<file path="config.mk">
export PLATFORM = sky130hd
export DESIGN_NAME = dpf_ctrl
export DESIGN_NICKNAME = d
export VERILOG_FILES = /design/src/rtl/dpf_pkg.sv /design/src/rtl/dpf_ctrl.sv
export SDC_FILE = /design/constraint.sdc
export NUM_CORES = 1
export LEC_CHECK = 0
export BUFFER_PORTS_ARGS = -buffer_cell sky130_fd_sc_hd__clkbuf_2
export CORE_AREA = 3 3 40 42
export CTS_CLUSTER_DIAMETER = 120
export DETAILED_ROUTE_END_ITERATION = 10
export DIE_AREA = 0 0 43 45
export HOLD_SLACK_MARGIN = 0.05
export SLEW_MARGIN = 0
export SYNTH_ARGS = -nofsm -noshare
export SYNTH_HDL_FRONTEND = slang
export SYNTH_SLANG_ARGS = --single-unit
export TNS_END_PERCENT = 1
</file>
<file path="constraint.sdc">
create_clock -name i_clk -period 1 [get_ports i_clk]
set_input_delay 0.05 -clock i_clk [delete_from_list [all_inputs] [get_ports i_clk]]
set_output_delay 0.05 -clock i_clk [all_outputs]
set_load 0.01 [all_outputs]
</file>
<file path="src/rtl/dpf_pkg.sv">
// Package for the duplicate packet ID filter: opcodes, match classes and
// the command/status structs between controller and datapath. No dependencies.
package dpf_pkg;

    typedef logic [1:0] t_op;
    typedef logic [1:0] t_class;

    localparam t_op OP_LOOKUP   = 2'd0;
    localparam t_op OP_REGISTER = 2'd1;
    localparam t_op OP_LOOK_REG = 2'd2;
    localparam t_op OP_UNUSED   = 2'd3;

    localparam t_class CLS_NONE    = 2'd0;
    localparam t_class CLS_EXACT   = 2'd1;
    localparam t_class CLS_PARTIAL = 2'd2;

    typedef struct packed {
        logic clr;   // clear one store entry (and pointer) per cycle
        logic load;  // capture a request
        logic div;   // bucket quotient
        logic bkt;   // bucket remainder
        logic base;  // bucket base address, pointer read
        logic scan;  // issue one scan read
        logic prd;   // read the entry under the ring pointer
        logic wr;    // store the ID, advance the pointer
    } t_cmd;

    typedef struct packed {
        logic clr_last;
        logic scan_last;
        t_op  op;
        logic exact;
        logic same_cur;
    } t_status;

endpackage

</file>
<file path="src/rtl/dpf_ctrl.sv">
// Controller of the duplicate packet ID filter: sequences clearing, bucket
// selection, scan and register steps. Uses dpf_pkg.
module dpf_ctrl (
    input  logic             i_clk,
    input  logic             i_rst_n,
    input  logic             start,
    output logic             busy,
    input  dpf_pkg::t_status i_status,
    output dpf_pkg::t_cmd    o_cmd,
    output logic             o_valid
);

    localparam logic [3:0] S_CLEAR = 4'd0;
    localparam logic [3:0] S_IDLE  = 4'd1;
    localparam logic [3:0] S_DIV   = 4'd2;
    localparam logic [3:0] S_BKT   = 4'd3;
    localparam logic [3:0] S_BASE  = 4'd4;
    localparam logic [3:0] S_SCAN  = 4'd5;
    localparam logic [3:0] S_DRAIN = 4'd6;
    localparam logic [3:0] S_CHK   = 4'd7;
    localparam logic [3:0] S_PRD   = 4'd8;
    localparam logic [3:0] S_PCMP  = 4'd9;
    localparam logic [3:0] S_DONE  = 4'd10;

    logic [3:0] r_state;
    logic [3:0] n_state;

    always_ff @(posedge i_clk) begin
        if (!i_rst_n) begin
            r_state <= S_CLEAR;
        end else begin
            r_state <= n_state;
        end
    end

    always_comb begin
        n_state = r_state;
        o_cmd   = '0;
        unique case (r_state)
            S_CLEAR: begin
                o_cmd.clr = 1'b1;
                if (i_status.clr_last) n_state = S_IDLE;
            end
            S_IDLE: begin
                if (start) begin
                    o_cmd.load = 1'b1;
                    n_state    = S_DIV;
                end
            end
            S_DIV: begin
                o_cmd.div = 1'b1;
                n_state   = S_BKT;
            end
            S_BKT: begin
                o_cmd.bkt = 1'b1;
                n_state   = S_BASE;
            end
            S_BASE: begin
                o_cmd.base = 1'b1;
                priority if (i_status.op == dpf_pkg::OP_LOOKUP ||
                             i_status.op == dpf_pkg::OP_LOOK_REG) begin
                    n_state = S_SCAN;
                end else if (i_status.op == dpf_pkg::OP_REGISTER) begin
                    n_state = S_PRD;
                end else begin
                    n_state = S_DONE;
                end
            end
            S_SCAN: begin
                o_cmd.scan = 1'b1;
                if (i_status.scan_last) n_state = S_DRAIN;
            end
            S_DRAIN: begin
                n_state = S_CHK;
            end
            S_CHK: begin
                if (i_status.op == dpf_pkg::OP_LOOK_REG && !i_status.exact) begin
                    n_state = S_PRD;
                end else begin
                    n_state = S_DONE;
                end
            end
            S_PRD: begin
                o_cmd.prd = 1'b1;
                n_state   = S_PCMP;
            end
            S_PCMP: begin
                // repeat of the current entry writes nothing
                o_cmd.wr = !i_status.same_cur;
                n_state  = S_DONE;
            end
            S_DONE: begin
                n_state = S_IDLE;
            end
            default: begin
                n_state = S_IDLE;
            end
        endcase
    end

    assign busy    = (r_state != S_IDLE);
    assign o_valid = (r_state == S_DONE);

endmodule

</file>
### Word level (Yosys, flattened, before mapping)

Cells that the tools add are included.

| word-level totals | value |
|---|---|
| bits in registers | 4 |
| latch bits | 0 |
| bits in writable memories | 0 |
| ROM bits | 0 |
| input bits | 9 |
| output and inout port bits | 10 |
| word-level logic and storage cells | 40 |
| memories kept | 0 |

| operators by class | value |
|---|---|
| add/sub/neg operators | 0 |
| multipliers | 0 |
| divide/modulo/power cells | 0 |
| magnitude comparators | 0 |
| equal/unequal tests | 16 |
| shifts and indexed selects | 0 |
| multiplexer cells | 16 |
| bitwise gates (word level) | 0 |
| reductions and logical operators | 7 |

Operators with widths:

| kind | number |
|---|---|
| $pmux W4 S10 | 1 |
| $eq A4 B3 Y1 const B | 4 |
| $mux W4 | 4 |
| $eq A4 B4 Y1 const B | 3 |
| $mux W1 | 9 |
| $eq A4 B2 Y1 const B | 2 |
| $ne A2 B2 Y1 const B | 3 |
| $eq A4 B1 Y1 const B | 1 |
| $logic_not A4 Y1 | 1 |
| $mux W2 | 2 |
| $ne A4 B1 Y1 const B | 1 |
| $reduce_and A3 Y1 | 1 |
| $eq A2 B1 Y1 const B | 1 |
| $eq A2 B2 Y1 const B | 1 |
| $logic_not A1 Y1 | 2 |
| $logic_not A2 Y1 | 1 |
| $logic_and A1 B1 Y1 | 1 |
| $logic_or A1 B1 Y1 | 1 |

### Logic depth before layout (Yosys ltp)

| logic depth | value |
|---|---|
| depth after elaboration | 4 |
| depth in mapped cells | 5 |
| depth with buffers taken out | 4 |

### Worst setup path after synthesis

OpenSTA, ideal clock, no wires.

| timing | value |
|---|---|
| kind | flip-flop to flip-flop |
| from | register r_state[3] |
| to | register r_state[1] |
| setup time | 0.065 ns |
| data arrival time | 0.987 ns |
| required time | 0.935 ns |
| path slack | -0.052 ns |
| stages on the path, launching flop included | 6 |
| period minus slack after synthesis | 1.052 ns |
| cells stage by stage | dfxtp_1 > buf_4 > nand2b_4 > o32ai_2 > o21ai_1 > nor2b_1 |

| between the ends | value |
|---|---|
| longest elaborated chain between the ends | 3 |

RTL lines:

| item | line | text |
|---|---|---|
| start, declared | dpf_ctrl.sv:25 | `logic [3:0] r_state;` |
| start signal, assigned | dpf_ctrl.sv:32 | `r_state <= n_state;` |
| $eq A4 B3 Y1, or another cell as far along | dpf_ctrl.sv:39 | `unique case (r_state)` |
| $ne A2 B2 Y1 (no line) | - |  |
| $reduce_and A3 Y1 (no line) | - |  |

Parallel ways exist; a longest one is shown, timed or not.
A chain may end at the register's enable or synchronous reset.

==> impl_metrics.yaml <==
route:
  drt_first_pass_iters: 4
  viasPerCell: 5.01
  ant_nets: 0
  wl_per_cell_um: 15.0
  drtIter0Drc: 7
  routed_wl_mm: 1.51
  vias: 506
  drcViolationCount: 0
finish:
  final_cells: 101
  n_antenna_cell: 0
  nets: 97
  drive_gt1_share_pct: 74.4
  fill_cells: 120
  seqCellArea_um2: 92.6
  synthToLayoutAreaGrowth_pct: 91.4
  reg_top3: "r_state x4"
  largest_reg_flops: 4
  multi_input_area_um2: 355
  regMostFlops: "r_state"
setup_path:
  r2r_slack_ns: -0.25
  crit_family: "simple AND/OR/NAND/NOR gates"
  crit_slowest_cell: "or3_4"
  path_buf_inv: 3
  crit_path_start_kind: "register"
  path_common_cell: "buf_6"
  cp.required_ns: 0.95
  end_kind: "output pin"
  cp_cell_sequence: "buf_6 > or3_4 > inv_2 > buf_6"
  path_class: "reg2out"
  worst-path-max-fanout: 6
  cp.arrival_ns: 1.26
  cp.depth: 4
  slowest_delay_ns: 0.38
  rr_worst_depth: 6
synthesis:
  synth_cell_type_count: 30
  yosysTopAreaCellShare_pct: 19.6
  synth_area_leaders: "dfxtp_1, buf_6, o32ai_2, nor3_1, o21ai_1"
  syn-num-nets: 60
  synth-seq-cells: 4
  synthCells: 51
  netlist_area_um2: 408
  synth_warnings: 0
  synth_top_cell_by_area: "dfxtp_1"
  syn_avg_cell_area_um2: 8.00
  ys_seq_area_share_pct: 19.6
global_routing:
  grt_pass1_vias: 483
  grt_overflow: 0
  antenna_found_initial: 0
  grt_max_degree: 10
  grtUsageTotal_pct: 15.5
  grt_pass1_wl_mm: 2.19
sta:
  worst_slack_ns: -0.311
  final_max_slew_viol_count: 0
  setup_violations: 14
  fin_crit_sh_pct: 131
  hold_violations: 0
  period_minus_slack_ns: 1.31
  rsz0062_at_grt: "yes"
  finClkSkew_ns: 0.00870
  slew_headroom_pct: 84.0
  max_freq_mhz: 763
  tightestPinTransition_ns: 0.239
floorplanning:
  coreArea_um2: 1280
  fp.dieH_um: 45
  die_w_um: 43
  pin_count: 19
  die-area_um2: 1940
  start_util_pct: 31.7
  row_count: 13
clock_tree:
  clkLatencyLatePin_ns: 0.24
  clock_path_buffers: 2
  cts_root_buffer: "clkbuf_4"
  htreeDepth: 1
  clock-sinks: 4
  cts_tree: "done"
  clk_pin_slew_ns: 0.04
  cts_hold_buf: 0
  cts-buffers-inserted: 3
power:
  vdd.ir_drop.worst_v: 0.000400
  p_leak_nw: 0.371
  powerDensity_nw_per_um2: 948
run:
  maxCapViolCount: 0
min_path:
  worstHoldPathCells: 2
  hold_path_class: "in2reg"
outcome:
  violations: "setup timing"
  status: "finished with violations"
placement:
  dp.final_hpwl_um: 898
  dp_slack_ns: -0.309
  place.gp.congestion: 0.765
  portBuffers: 18
  place_inst: 89
==> power breakdown <==
| group | switching, mW | internal (mW) | total [mW] |
|---|---|---|---|
| sequential | 0.0190 | 0.169 | 0.188 |
| clock | 0.0703 | 0.135 | 0.205 |
| combinational | 0.156 | 0.191 | 0.347 |
| total | 0.245 | 0.495 | 0.740 |
==> worst paths after layout <==
kind	to	start
worst max register to register	r_state[1]$_SDFFE_PN0P_	r_state[0]$_SDFFE_PN0P_
worst min-delay path	r_state[3]$_SDFFE_PN0P_	i_rst_n
worst min register to register	r_state[0]$_SDFFE_PN0P_	r_state[0]$_SDFFE_PN0P_
worst max-delay path	o_cmd[1]	r_state[2]$_SDFFE_PN0P_
==> cells in the mapped netlist <==
library cell	n
a211oi_1	1
buf_4	1
o21a_1	1
o21ai_1	3
o21ai_0	2
or2_1	1
and3_1	2
a31oi_1	1
nand2_2	1
nor3_1	3
inv_1	3
nand2_1	3
a221oi_2	1
buf_6	3
or3_1	2
nand2b_1	2
o32ai_2	1
nor4b_1	1
nand2b_4	1
nor2_1	3
dfxtp_1	4
or2b_2	1
a311oi_1	1
a21oi_1	1
a21oi_2	1
nor3b_1	2
or2b_1	1
and2_1	1
nor4b_2	1
nor2b_1	2
==> cell type report <==
cell class,count,area share [%]
multi-input cells,40,45.5
repair buffers,36,35.9
flip-flops and latches,4,11.9
clock buffers,3,2.88
well taps,15,2.40
inverters,3,1.44
==> kinds of logic after synthesis <==
family                 share of synthesized area, %
and+or+nand+nor                                42.9
AOI/OAI and AO/OA                              24.5
buffers and inverters                          12.9
DFF                                            19.6
==> layout by cell type, fill, tap and decap left out, types with 2 or more instances in the layout <==
master    Yosys  final
clkbuf_2      0     10
buf_4         1     10
buf_6         3      8
buf_2         0      6
nor3_2        0      3
nand2_1       3      3
o21ai_1       3      3
clkbuf_4      0      3
dfxtp_4       0      3
nand2b_4      1      2
nor2_4        0      2
nor4b_2       1      2
inv_1         3      2
==> stage by stage <==
stage	TNS (ns)	utilization (%)	hold WS, ns	power [mW]	area, um^2
finish	-3.02	60.8	0.122	0.740	781
CTS	-2.52	53.1	0.103	0.666	682
floorplan	-0.177	-	0.154	0.335	412
global placement	-2.02	43.2	0.332	0.409	556
detailed placement	-2.22	43.2	0.341	0.413	556
global route	-3.69	60.8	0.131	0.783	781
==> worst register-to-register path, cell delays in order (launching register included) <==
cell and delay, ns:
dfxtp_4 0.38, buf_8 0.13, buf_4 0.12, nand2_4 0.06, o32ai_2 0.26, o21ai_1 0.11, nor2b_1 0.12
==> per-layer routing <==
| metal | track usage [%] | part of all wire, % | up-vias |
|---|---|---|---|
| met5 | 0 | 0 | - |
| li1 | - | - | 252 |
| met2 | 28.1 | 54 | 14 |
| met4 | 7.23 | 2.6 | 0 |
| met3 | 2.79 | 5.2 | 6 |
| met1 | 17.7 | 38 | 234 |
==> repair_timing <==
item,CTS,global route
gates resized for setup,25,20
setup endpoints to repair,14,14
buffers inserted,3,6
pin swaps,5,4
Power figures use the tool's default switching activity.
